--- src/hw/rtl/ecov_sqrt_cell.sv ---
// One step of the digit-by-digit square root: one root bit per cell.
module ecov_sqrt_cell #(
  parameter int RW = 33
) (
  input  logic            clk,
  input  logic            ld,
  input  logic [2*RW-1:0] rad_i,
  input  logic [RW:0]     rem_i,
  input  logic [RW-1:0]   root_i,
  output logic [2*RW-1:0] rad_o,
  output logic [RW:0]     rem_o,
  output logic [RW-1:0]   root_o
);

  logic [RW+2:0]   cur;
  logic [RW+2:0]   trial;
  logic [RW+2:0]   diff;
  logic            ge;
  logic [2*RW-1:0] rad_nxt, rad_r;
  logic [RW:0]     rem_nxt, rem_r;
  logic [RW-1:0]   root_nxt, root_r;

  // bring down the next radicand pair and try root*4+1
  assign cur   = {rem_i, rad_i[2*RW-1 -: 2]};
  assign trial = {1'b0, root_i, 2'b01};
  assign ge    = (cur >= trial);
  assign diff  = cur - trial;

  always_comb begin
    rad_nxt  = {rad_i[2*RW-3:0], 2'b00};
    rem_nxt  = ge ? diff[RW:0] : cur[RW:0];
    root_nxt = {root_i[RW-2:0], ge};
  end

  always_ff @(posedge clk) begin
    if (ld) begin
      rad_r  <= rad_nxt;
      rem_r  <= rem_nxt;
      root_r <= root_nxt;
    end
  end

  assign rad_o  = rad_r;
  assign rem_o  = rem_r;
  assign root_o = root_r;

endmodule

--- config.mk ---
export PLATFORM = sky130hd
export DESIGN_NAME = ecov_sqrt_cell
export DESIGN_NICKNAME = d
export VERILOG_FILES = /design/src/hw/rtl/ecov_sqrt_cell.sv
export SDC_FILE = /design/constraint.sdc
export NUM_CORES = 1
export LEC_CHECK = 0
export BUFFER_PORTS_ARGS = -buffer_cell sky130_fd_sc_hd__buf_2
export CORE_UTILIZATION = 50
export DETAILED_ROUTE_END_ITERATION = 8
export GPL_ROUTABILITY_DRIVEN = 0
export GPL_TIMING_DRIVEN = 0
export PLACE_DENSITY_LB_ADDON = 0.2
export SETUP_SLACK_MARGIN = 0.05
export SKIP_CTS_REPAIR_TIMING = 1
export SKIP_LAST_GASP = 1
export SLEW_MARGIN = 20
export SYNTH_ARGS = -nofsm -noshare
export SYNTH_HDL_FRONTEND = slang
export SYNTH_SLANG_ARGS = --single-unit
export TNS_END_PERCENT = 5
--- constraint.sdc ---
create_clock -name clk -period 4 [get_ports clk]
set_input_delay 0.4 -clock clk [delete_from_list [all_inputs] [get_ports clk]]
set_output_delay 0.4 -clock clk [all_outputs]
set_load 0.005 [all_outputs]
### Word level (Yosys, flattened, before mapping)

Index checks and enable logic that the tools add are counted.

| word-level totals | value |
|---|---|
| register bits | 131 |
| bits in latches | 0 |
| RAM bits | 0 |
| bits in read-only memories | 0 |
| input port bits | 135 |
| output and inout bits | 133 |
| logic and storage cells | 6 |
| memories kept | 0 |

| operators by class | value |
|---|---|
| add/subtract/negate cells | 1 |
| multiply operators | 0 |
| div/mod/pow operators | 0 |
| order comparisons | 1 |
| equality and inequality tests | 0 |
| shifts and indexed selects | 0 |
| mux-type cells | 1 |
| bitwise logic cells | 0 |
| reduce and logical (&&, ||, !) cells | 0 |

Operators by type and width:

| cell | number |
|---|---|
| greater-or-equal comparator 36 x 35 -> 1 bit | 1 |
| two-way mux 34 bit | 1 |
| subtractor 34 bit | 1 |

### Depth between registers and ports, before layout

| depth | value |
|---|---|
| depth after elaboration | 2 |
| mapped depth | 13 |
| mapped depth without buffers | 11 |

### Least setup slack after synthesis

No wires, ideal clock.

| path | value |
|---|---|
| kind | input port to flip-flop |
| start | input port root_i[1] |
| end | register rem_r[7], in the netlist rem_o[7], data pin |
| library setup time | 0.254 ns |
| arrival | 2.447 ns |
| data required time | 3.746 ns |
| slack | 1.299 ns |
| cell stages on the path | 11 |
| path buffers | 1 |
| path through | inv_1 ha_1 o211ai_1 a21oi_1 o21ai_2 o221ai_2 a211o_2 a211oi_4 buf_6 a211oi_1 a21o_1 |

| between the ends | value |
|---|---|
| longest elaborated chain between the ends | 2 |
| elaborated cells between the ends (all ways) | 3 |
| classes of those cells | add/sub: 1; order compare: 1; mux: 1 |

RTL lines:

| element | RTL line | source |
|---|---|---|
| start: declaration | 9 | `input logic [RW-1:0] root_i,` |
| subtractor 34 bit or greater-or-equal comparator 36 x 35 -> 1 bit (tied branches) | 27, 26 |  |
| two-way mux 34 bit (*) | 31 | `rem_nxt = ge ? diff[RW:0] : cur[RW:0];` |
| net rem_nxt[7] | 20 | `logic [RW:0] rem_nxt, rem_r;` |
| end signal: assignment | 38 | `rem_r <= rem_nxt;` |
| end: declaration | 20 |  |

The timed path passes the listed nets; every way through them passes the cells marked *.
A chain may end at the register's enable or synchronous reset.

### Worst setup path in the final report

| path | value |
|---|---|
| start | input port rem_i[1] |
| end | register rem_r[8], in the netlist rem_o[8], data pin |

| between the ends | value |
|---|---|
| longest elaborated chain between the ends | 2 |
| elaborated cells between the ends (all ways) | 3 |
| classes of those cells | add/sub: 1; order compare: 1; mux: 1 |

RTL lines:

| element | RTL line | source |
|---|---|---|
| start: declaration | 8 | `input logic [RW:0] rem_i,` |
| subtractor 34 bit or greater-or-equal comparator 36 x 35 -> 1 bit (tied branches) | 27, 26 |  |
| two-way mux 34 bit (*) | 31 |  |
| net rem_nxt[8] | 20 |  |

Marks and branches as above.

==> impl_metrics.env <==
export IMPL_p_leak_nw=3.77
export IMPL_synthAdderAreaFrac_pct=6.88
export IMPL_place_ws_ns=0.804
export IMPL_via_per_inst=5.16
export IMPL_status="finished, final reports clean"
export IMPL_synth_area_top_cells="edfxtp_1, ha_1, o21ai_0, nand2_1, a21oi_1"
export IMPL_hpwl_mm=11.7
export IMPL_seqCellArea_um2=3930
export IMPL_multi_input_comb_area_um2=2110
export IMPL_p_per_area_nw_per_um2=451
export IMPL_yosysMostFrequentCell="edfxtp_1"
export IMPL_fin_crit_ns=2.80
export IMPL_crit_buf_inv=2
export IMPL_fin_area_um2=8500
export IMPL_dr_first_iter_drc_count=254
export IMPL_synthFlopType="edfxtp_1"
export IMPL_placed_area_um2=7940
export IMPL_setup_slack_ns=1.20
export IMPL_setup_viol=0
export IMPL_drtAntennaViolNets=0
export IMPL_fp_row_count=40
export IMPL_final_cells=978
export IMPL_netlist_area_um2=6360
export IMPL_wl_mm=15.3
export IMPL_dp_cells=946
export IMPL_start_util_pct=52.1
export IMPL_slew_violations=0
export IMPL_startpoint_type="input pin"
export IMPL_synth_simple_gate_area_share_pct=8.65
export IMPL_power_mw=3.83
export IMPL_yosysWarningCount=0
export IMPL_grt_first_pass_wirelength_mm=23.4
export IMPL_synth_compound_gate_area_share_pct=13.9
export IMPL_io_pins=268
export IMPL_grt_pass1_vias=4889
export IMPL_holdWs_ns=0.165
export IMPL_yosysTopAreaCellShare_pct=61.8
export IMPL_synth_top_family_by_area="compound AO/OA/AOI/OAI gates"
export IMPL_path_cells="buf_2 -> ha_1 -> o211ai_1 -> a21oi_1 -> o21ai_2 -> o221ai_2 -> a211o_2 -> a211oi_4 -> clkbuf_2 -> o21ai_0"
export IMPL_die_w_um=115
export IMPL_wl_per_cell_um=15.6
export IMPL_cts_tree="yes"
export IMPL_yosys_area_top_type="edfxtp_1"
export IMPL_core_area_um2=12200
export IMPL_crit_slowest_cell="a211o_2"
export IMPL_first_pass_iters=5
export IMPL_crit_fanout=10
export IMPL_diodes=0
export IMPL_clk_pin_slew_ns=0.06
export IMPL_synth_seq_cells=131
export IMPL_fin_util_pct=69.6
export IMPL_antenna_found_initial=0
export IMPL_grt_ovfl_total=0
export IMPL_clock_path_buffers=2
export IMPL_clockRootBuffer="clkbuf_16"
export IMPL_dieArea_um2=13200
export IMPL_synth_seq_area_share_pct=61.8
export IMPL_cap_violations=0
export IMPL_min_period_over_period_pct=69.9
export IMPL_fillers=987
export IMPL_syn_inst=511
export IMPL_path_delay_family="compound AO/OA/AOI/OAI gates"
export IMPL_synthArstFlopShare_pct=0
export IMPL_critPathKind="in -> reg"
export IMPL_endpoint_kind="register"
export IMPL_avgSynthCellArea_um2=12.4
export IMPL_fmax_mhz=358
export IMPL_ys_top_cells_by_count="edfxtp_1, nand2_1, inv_1, o21ai_0"
export IMPL_cts_made_buffers=17
export IMPL_slowest_delay_ns=0.42
export IMPL_setup_tns_ns=0
export IMPL_drive_gt1_share_pct=40.2
export IMPL_hp_class="in -> reg"
export IMPL_synth_mux_area_share_pct=0
export IMPL_post_synth_xor_area_fraction_pct=3.58
export IMPL_arrival_ns=2.94
export IMPL_htreeDepth=4
export IMPL_cts_sinks=131
export IMPL_synthDistinctLibCells=59
export IMPL_grt_max_degree=89
export IMPL_rsz0062_at_grt="no"
export IMPL_syn_to_final_growth_pct=33.6
export IMPL_ir_worst_vdd_uv=226
export IMPL_nets=967
export IMPL_num_vias=5045
export IMPL_drcViolationCount=0
export IMPL_worst_ep_required_time_ns=4.14
export IMPL_synth_edf_count=131
export IMPL_hold_violations=0
export IMPL_grt_usage_pct=23.4
export IMPL_io_buffers=265
export IMPL_die_h_um=115
## layer usage
layer  wire length, um  track usage, %  vias to the layer above  part of all wire (%)
met5                 0               0                        -                     0
met4               229            9.61                        0                   1.5
met3              1060            6.11                       19                   7.0
met2              8170            43.3                      206                    53
met1              5830            25.3                     2353                    38
li1                  -               -                     2467                     -
## cells by family (layout without fill, tap and decap cells)
family                   after synthesis  after routing
AO/OA/AOI/OAI                        140            140
XOR/XNOR                              26             26
adder cells (fa/ha/maj)               35             35
buffers and inverters                 61            359
flip-flops                           131            131
other                                  1              2
AND/OR/NAND/NOR                      117            117
## worst paths after layout
kind | from | endpoint | slack, ns | cells past startpoint
setup / recovery | rem_i[1] | rem_o[8]$_DFFE_PP_ | 1.20 | 10
hold / removal | rad_i[12] | rad_o[14]$_DFFE_PP_ | 0.16 | 1
## cells in the final DEF, fill, tap and decap left out, drive strengths merged, types with 2 or more instances in the layout
cell,synthesis,routed
a21boi,2,2
nor3,2,2
clkbuf,6,24
a211oi,8,8
buf,9,275
a41oi,2,2
a31oi,5,5
nor4,3,3
a21o,9,9
nand2b,7,7
clkinvlp,0,3
nand3,7,7
o211ai,5,5
ha,35,35
a21oi,35,35
and3,3,3
xor2,12,12
o21a,3,3
nand2,48,48
nor2b,4,4
conb,1,2
xnor2,14,14
o31ai,3,3
and4,2,2
inv,45,47
nand4,10,10
edfxtp,131,131
o21bai,5,5
or4,2,2
nor2,26,26
o21ai,52,52
clkinv,0,8
## sequential cells by signal, summed over array words and instances, names as in the netlist
name / count
rem_o: 34
root_o: 33
rad_o: 64
## power by group
group / internal (mW) / leakage [nW] / switching [mW]
registers: 1.68 / 1.28 / 0.0302
clock network: 0.862 / 0.270 / 0.585
logic: 0.307 / 2.22 / 0.368
total: 2.85 / 3.77 / 0.983
## cell type report
type	instances	share of cell area, %
multi-input combinational	320	24.8
clock inverter	14	1.58
inverter	45	1.99
clock buffer	18	5.05
sequential	131	46.3
timing repair buffer	266	16.0
buffer	16	1.78
tap	168	2.47
No activity file was read; power rests on OpenSTA's default activity.
