**config.mk**
```make
export PLATFORM = sky130hd
export DESIGN_NAME = ecov_div_cell
export DESIGN_NICKNAME = d
export VERILOG_FILES = /design/src/hw/rtl/ecov_pkg.sv /design/src/hw/rtl/ecov_div_cell.sv
export SDC_FILE = /design/constraint.sdc
export NUM_CORES = 1
export LEC_CHECK = 0
export BUFFER_PORTS_ARGS = -buffer_cell sky130_fd_sc_hd__buf_4
export CAP_MARGIN = 25
export CORE_MARGIN = 10
export CORE_UTILIZATION = 47
export CTS_CLUSTER_SIZE = 25
export DETAILED_ROUTE_END_ITERATION = 8
export PLACE_DENSITY = 0.81
export SYNTH_ARGS = -nofsm -noshare
export SYNTH_HDL_FRONTEND = slang
export SYNTH_SLANG_ARGS = --single-unit
```
**constraint.sdc**
```tcl
create_clock -name clk -period 2.8 [get_ports clk]
set_input_delay 0.28 -clock clk [delete_from_list [all_inputs] [get_ports clk]]
set_output_delay 0.28 -clock clk [all_outputs]
set_load 0.02 [all_outputs]
```
**src/hw/rtl/ecov_pkg.sv**
```systemverilog
// Shared types and constants for the ellipse coverage pipeline.
package ecov_pkg;

  // Configuration register indexes
  localparam int CFG_IDX_W = 1;
  localparam logic [CFG_IDX_W-1:0] REG_AXIS_MAJOR = 1'b0;
  localparam logic [CFG_IDX_W-1:0] REG_AXIS_MINOR = 1'b1;

  // Coverage format
  localparam int COV_W = 8;
  localparam logic [COV_W-1:0] COV_FULL = '1;
  localparam logic [COV_W-1:0] COV_NONE = '0;

  typedef logic [COV_W-1:0] cov_t;

endpackage

```
**src/hw/rtl/ecov_div_cell.sv**
```systemverilog
// One restoring division step: settles one quotient bit per cell.
module ecov_div_cell #(
  parameter int NW  = 57,
  parameter int DW  = 36,
  parameter int BIT = 7
) (
  input  logic                    clk,
  input  logic                    ld,
  input  logic [NW-1:0]           rem_i,
  input  logic [ecov_pkg::COV_W-1:0] t_i,
  input  logic [DW-1:0]           den_i,
  output logic [NW-1:0]           rem_o,
  output logic [ecov_pkg::COV_W-1:0] t_o
);

  logic [NW-1:0]              sh;
  logic                       ge;
  logic [NW-1:0]              rem_nxt, rem_r;
  logic [ecov_pkg::COV_W-1:0] t_nxt, t_r;

  assign sh = NW'(den_i) << BIT;
  assign ge = (sh <= rem_i);

  always_comb begin
    rem_nxt = ge ? (rem_i - sh) : rem_i;
    t_nxt   = t_i | (ge ? (ecov_pkg::COV_W'(1) << BIT) : ecov_pkg::COV_W'(0));
  end

  always_ff @(posedge clk) begin
    if (ld) begin
      rem_r <= rem_nxt;
      t_r   <= t_nxt;
    end
  end

  assign rem_o = rem_r;
  assign t_o   = t_r;

endmodule

```
* Word-level counts from Yosys, hierarchy flattened
Index checks and enable logic that the tools add are counted.
Storage, ports and cells: logic and storage cells 7, bits in registers 65
Operators by class: multiplexer cells 2, order comparisons 1, bitwise operators 1, $add $sub $neg 1
Operators by type and width (count):
- less-or-equal comparator 43 x 57 -> 1 bit | 1
- 2-to-1 mux 57 bit | 1
- subtractor 57 x 43 -> 57 bit | 1
- 2-to-1 mux 8 bit | 1
- OR 8 bit | 1

* Logic depth before layout (Yosys ltp)
depth after elaboration 3, gate-level depth with buffers 14

* Least setup slack after synthesis
OpenSTA, ideal clock, no wires.
kind input to register, start input port rem_i[7], end register rem_r[29], in the netlist rem_o[29], data pin, arrival time 2762 ps, cell stages on the path 12, setup slack -222 ps, cells stage by stage inv_1 ha_1 inv_1 fa_1 a211oi_1 o211ai_1 a211oi_1 nor3_1 a211oi_4 buf_6 buf_6 mux2_2
Between the ends: cells in the longest elaborated chain, start to end 2, elaborated cells on any way between the ends 3
Ends and longest elaborated chain:
- start, declared | line ecov_div_cell.sv:9 | input logic [NW-1:0] rem_i,
- subtractor 57 x 43 -> 57 bit or less-or-equal comparator 43 x 57 -> 1 bit (tied branches) | line ecov_div_cell.sv:25, ecov_div_cell.sv:22
- 2-to-1 mux 57 bit * | line ecov_div_cell.sv:25 | rem_nxt = ge ? (rem_i - sh) : rem_i;
- via rem_nxt[29] | line ecov_div_cell.sv:18 | logic [NW-1:0] rem_nxt, rem_r;
- end signal, assigned | line ecov_div_cell.sv:31 | rem_r <= rem_nxt;
- end, declared | line ecov_div_cell.sv:18
The timed path passes the listed nets; every way through them passes the cells marked *. A chain may end at the register's enable or synchronous reset.

* Worst setup path after layout
start input port rem_i[7], end register rem_r[50], in the netlist rem_o[50], data pin
The elaborated chain is that of the path after synthesis.

==> results by stage <==
Power:
- The power per cell area is around 470 nW/um^2.
- The switching power summed over all nets is around 1200 uW.
- The internal power component is approximately 2300 uW.
- The clock network is responsible for approximately 25% of the overall power.
- In this run switching power makes up 34.0% of total power.
- IR analysis of the VDD net gives a maximum drop of 0.000294 V.
- The fraction of power consumed by sequential logic is between 30 and 40%.
- The leakage power of the design is ~0.0033 uW.
- The share of total power dissipated in combinational logic is between 30 and 40%.

Floorplanning:
- The area enclosed by the die boundary is 15,300 um^2.
- The I/O pin total is between 150 and 200.
- After floorplanning, the core was sized to cover between 10,000 and 15,000 um^2.
- Once the floorplan was initialized, standard cells occupied 48.6% of the core.
- The die is approximately 120 um tall.
- The initialized floorplan defines 37 standard-cell rows.
- The die is approximately 120 um wide.

Yosys:
- The distinct cell type count after synthesis is 64.
- The average instance area after synthesis is 9.23 um^2.
- The number of nets in the synthesized netlist is roughly 700.
- The share of synthesized area in the top cell type comes to between 30% and 40%.
- After synthesis, the cell types taking the most area are sky130_fd_sc_hd__edfxtp_1 39%, sky130_fd_sc_hd__ha_1 8.9%, sky130_fd_sc_hd__o21ai_0 4.8%.
- The number of warnings issued by yosys is 0.
- The share of the Yosys chip area taken by registers is between 30% and 40%.
- The number of storage elements in the synthesis netlist is 65.
- sky130_fd_sc_hd__edfxtp_1 takes more of the synthesized area than any other cell.
- The predominant post-synthesis flop cell is sky130_fd_sc_hd__edfxtp_1.
- Summing every instance area after synthesis gives 5070 um^2.
- The share of async-settable or async-resettable flops after synthesis is 0%.
- The count of mapped cells out of synthesis is ~550.
- The number of synthesized flops with an enable pin is 65.

GRT:
- Entering global routing, the biggest net connects 66 pins.
- The number of antenna violations at the first check in global routing is 0.
- The leftover overflow at the end of global routing is 0.
- Across every metal layer, demand over resource in global routing totals ~20%.
- The first global-routing pass estimated 24.7 mm of wire.
- The number of global-route vias before repair is around 5,200.

Detailed routing:
- The routed design has between 15 and 20 mm of wire.
- The initial DRC count is around 330.
- The routed length per instance is 17.5 um.
- The remaining routing DRC violations is 0.
- The total number of vias is around 5,000.
- The iteration count of the initial detailed-routing pass is 5.
- The antenna violation net count after detailed routing is 0.
- The via density per instance is approximately 5.5.

Finish:
- Leaving out fill and tap cells, the most frequent cell in the layout is sky130_fd_sc_hd__buf_4.
- The number of standard cells in the final layout excluding fillers is around 920.
- After filler insertion, the fill cell instance count of the layout stands at just over 800.
- Leaving out fill and tap cells, the most frequent cells in the layout are 239 x sky130_fd_sc_hd__buf_4, 65 x sky130_fd_sc_hd__nand2_1, 65 x sky130_fd_sc_hd__edfxtp_1.
- For this run, the post-layout net count is between 900 and 1,000.
- The number of antenna diodes is 0.
- The share of post-route cells with drive strength above 1 is around 37%.
- The area growth from synthesis to layout is 43.1%.

STA:
- The max-slew violation count is 0.
- For the pin with the worst max-slew slack, the measured transition is 0.856 ns.
- The count of final hold-check violations was 0.
- Across all setup checks in the final design, the least slack found is -0.00832 ns.
- The max-slew headroom at the worst pin is between 40 and 50%.
- On the final layout, the worst hold slack is 0.0856 ns.
- Setup violations remaining at the end of the flow were counted as 1.
- The smallest clock period supported by the final layout is computed as between 2 and 3 ns.
- The period utilization is 100%.
- The top achievable clock speed is around 0.36 GHz.
- Setup repair after global routing could not meet its margin everywhere.

Placed design:
- The wire-length estimate of the detail-placed layout is between 10 and 15 mm.
- The cell count after placement is around 900.
- The count of buffers added on input and output ports is 167.
- The placer's final routability congestion estimate is between 0.8 and 0.9.

Job:
- The total of max-cap violations is 0.

Setup path:
- The worst setup path is captured at a flip-flop.
- The critical path startpoint category is an input pin.
- The critical path is of the input pin to flip-flop type.
- At the worst endpoint, the required time is 2.91 ns.
- At the worst endpoint, the arrival time is around 2.9 ns.
- The maximum fanout encountered on the critical timing path is 5.

Status:
- The checks that failed: negative setup slack.
- The flow ran to the end, but the final reports show violations.

Clock tree:
- Clock-pin slew was measured on the worst setup and hold paths at 0.08 ns.
- Counting every sink on the clock net gives 65.
- The maximum number of buffers from clock root to sink is 2.
- The number of buffers inserted during clock tree synthesis is 9.
- Hold repair after CTS inserted 0 buffers.
- The number of H-tree levels is 3.
- The master cell of the clock root buffer is sky130_fd_sc_hd__clkbuf_8.
- The CTS tree is done.

Min path:
- For hold timing, the worst endpoint is t_o[6]$_DFFE_PP_.
- The worst min-delay path category is input pin to flip-flop.
- The startpoint identified for the worst hold timing path is t_i[6].
- The instance count along the most critical hold path is 1.
power groups by stage:
stage          Clock (uW)  Sequential (uW)  Combinational, uW
2_1_floorplan           0             1450                517
3_3_place_gp            0             1290               1240
3_5_place_dp            0             1290               1260
4_1_cts               853             1270               1280
5_1_grt               898             1290               1400
6_report              850             1270               1300
cells in the mapped netlist (3+ instances only):
cell,n
sky130_fd_sc_hd__buf_6,5
sky130_fd_sc_hd__o21ai_1,3
sky130_fd_sc_hd__nor2_1,30
sky130_fd_sc_hd__o31ai_1,4
sky130_fd_sc_hd__nand4_1,11
sky130_fd_sc_hd__a31oi_1,6
sky130_fd_sc_hd__nand2_1,65
sky130_fd_sc_hd__inv_1,46
sky130_fd_sc_hd__xor2_1,24
sky130_fd_sc_hd__xnor2_1,21
sky130_fd_sc_hd__and3_1,5
sky130_fd_sc_hd__mux2_2,3
sky130_fd_sc_hd__nor4_1,4
sky130_fd_sc_hd__a21oi_1,38
sky130_fd_sc_hd__edfxtp_1,65
sky130_fd_sc_hd__o21ai_0,49
sky130_fd_sc_hd__o21a_1,4
sky130_fd_sc_hd__o211ai_1,8
sky130_fd_sc_hd__nand2b_1,5
sky130_fd_sc_hd__nand4b_1,4
sky130_fd_sc_hd__a21o_1,22
sky130_fd_sc_hd__clkbuf_1,5
sky130_fd_sc_hd__o21bai_1,4
sky130_fd_sc_hd__nor3_1,21
sky130_fd_sc_hd__a211oi_1,5
sky130_fd_sc_hd__buf_2,12
sky130_fd_sc_hd__nand3_1,4
sky130_fd_sc_hd__ha_1,36
critical path: stages:
cell and delay [ns]:
sky130_fd_sc_hd__buf_6 0.10, sky130_fd_sc_hd__inv_4 0.05, sky130_fd_sc_hd__ha_4 0.13, sky130_fd_sc_hd__inv_2 0.04
sky130_fd_sc_hd__fa_2 0.41, sky130_fd_sc_hd__a211oi_2 0.25, sky130_fd_sc_hd__o211ai_1 0.20, sky130_fd_sc_hd__a211oi_2 0.39
sky130_fd_sc_hd__nor3_2 0.10, sky130_fd_sc_hd__a211oi_4 0.27, sky130_fd_sc_hd__buf_6 0.15, sky130_fd_sc_hd__nand3b_1 0.24
sky130_fd_sc_hd__a2111oi_4 0.10, sky130_fd_sc_hd__xor2_1 0.20
cells by family (layout without fill, tap and decap cells):
kind of cell | after synthesis | count (layout) | share of synthesized area, %
AO/OA/AOI/OAI | 163 | 163 | 21.0
buffers and inverters | 70 | 308 | 6.32
flip-flops | 65 | 65 | 38.5
AND/OR/NAND/NOR | 165 | 165 | 16.2
multiplexers | 4 | 4 | 0.864
adder cells (fa/ha/maj) | 37 | 37 | 9.28
XOR/XNOR | 45 | 45 | 7.78
final cells by class:
type                       count  area [um^2]  share of cell area (%)
clock buffer                   9          124                    1.71
sequential                    65         1950                    26.9
clock inverter                 7         78.8                    1.09
timing repair buffer         246         1870                    25.8
multi-input combinational    414         2880                    39.7
inverter                      46          175                    2.42
tap                          136          170                    2.35
how the worst max path moves through the flow:
stage,startpoint,to
after floorplan,rem_i[7],rem_o[29]$_DFFE_PP_
after global placement,rem_i[7],rem_o[39]$_DFFE_PP_
after detailed placement,rem_i[7],rem_o[29]$_DFFE_PP_
after CTS,rem_i[7],rem_o[29]$_DFFE_PP_
after global routing,rem_i[7],rem_o[50]$_DFFE_PP_
final,rem_i[7],rem_o[50]$_DFFE_PP_
metrics by stage:
stage               setup slack (ns)  total power [uW]  cell area [um^2]  utilization, %  setup TNS, ns
floorplan                     0.0312              1970              5080               -              0
global placement              -0.324              2530              6910            66.3         -11.45
detailed placement            -0.434              2560              6910            66.3         -18.69
CTS                         0.000734              3410              7130            68.4              0
global route                 -0.0919              3590              7250            69.6         -0.131
finish                      -0.00832              3420              7250            69.6       -0.00832
state kept, by name (all words and copies together) (netlist names):
name	flops
rem_o	57
t_o	8
what timing repair did:
item	CTS	global route
endpoints found under the setup margin	20	48
setup buffers	1	5
pin swaps	1	11
endpoints found under the hold margin	0	0
gates resized for setup	1	22
layer usage:
layer | part of all wire (%) | wire (um) | GRT usage [%] | vias to the layer above
met1 | 40 | 6470 | 22.9 | 2356
met4 | 1.6 | 259 | 6.26 | 0
met5 | 0 | 0 | 0 | -
li1 | - | - | - | 2471
met2 | 51 | 8190 | 36.1 | 200
met3 | 7.8 | 1270 | 5.29 | 21
Note: power is estimated with default switching activity, not from simulation.
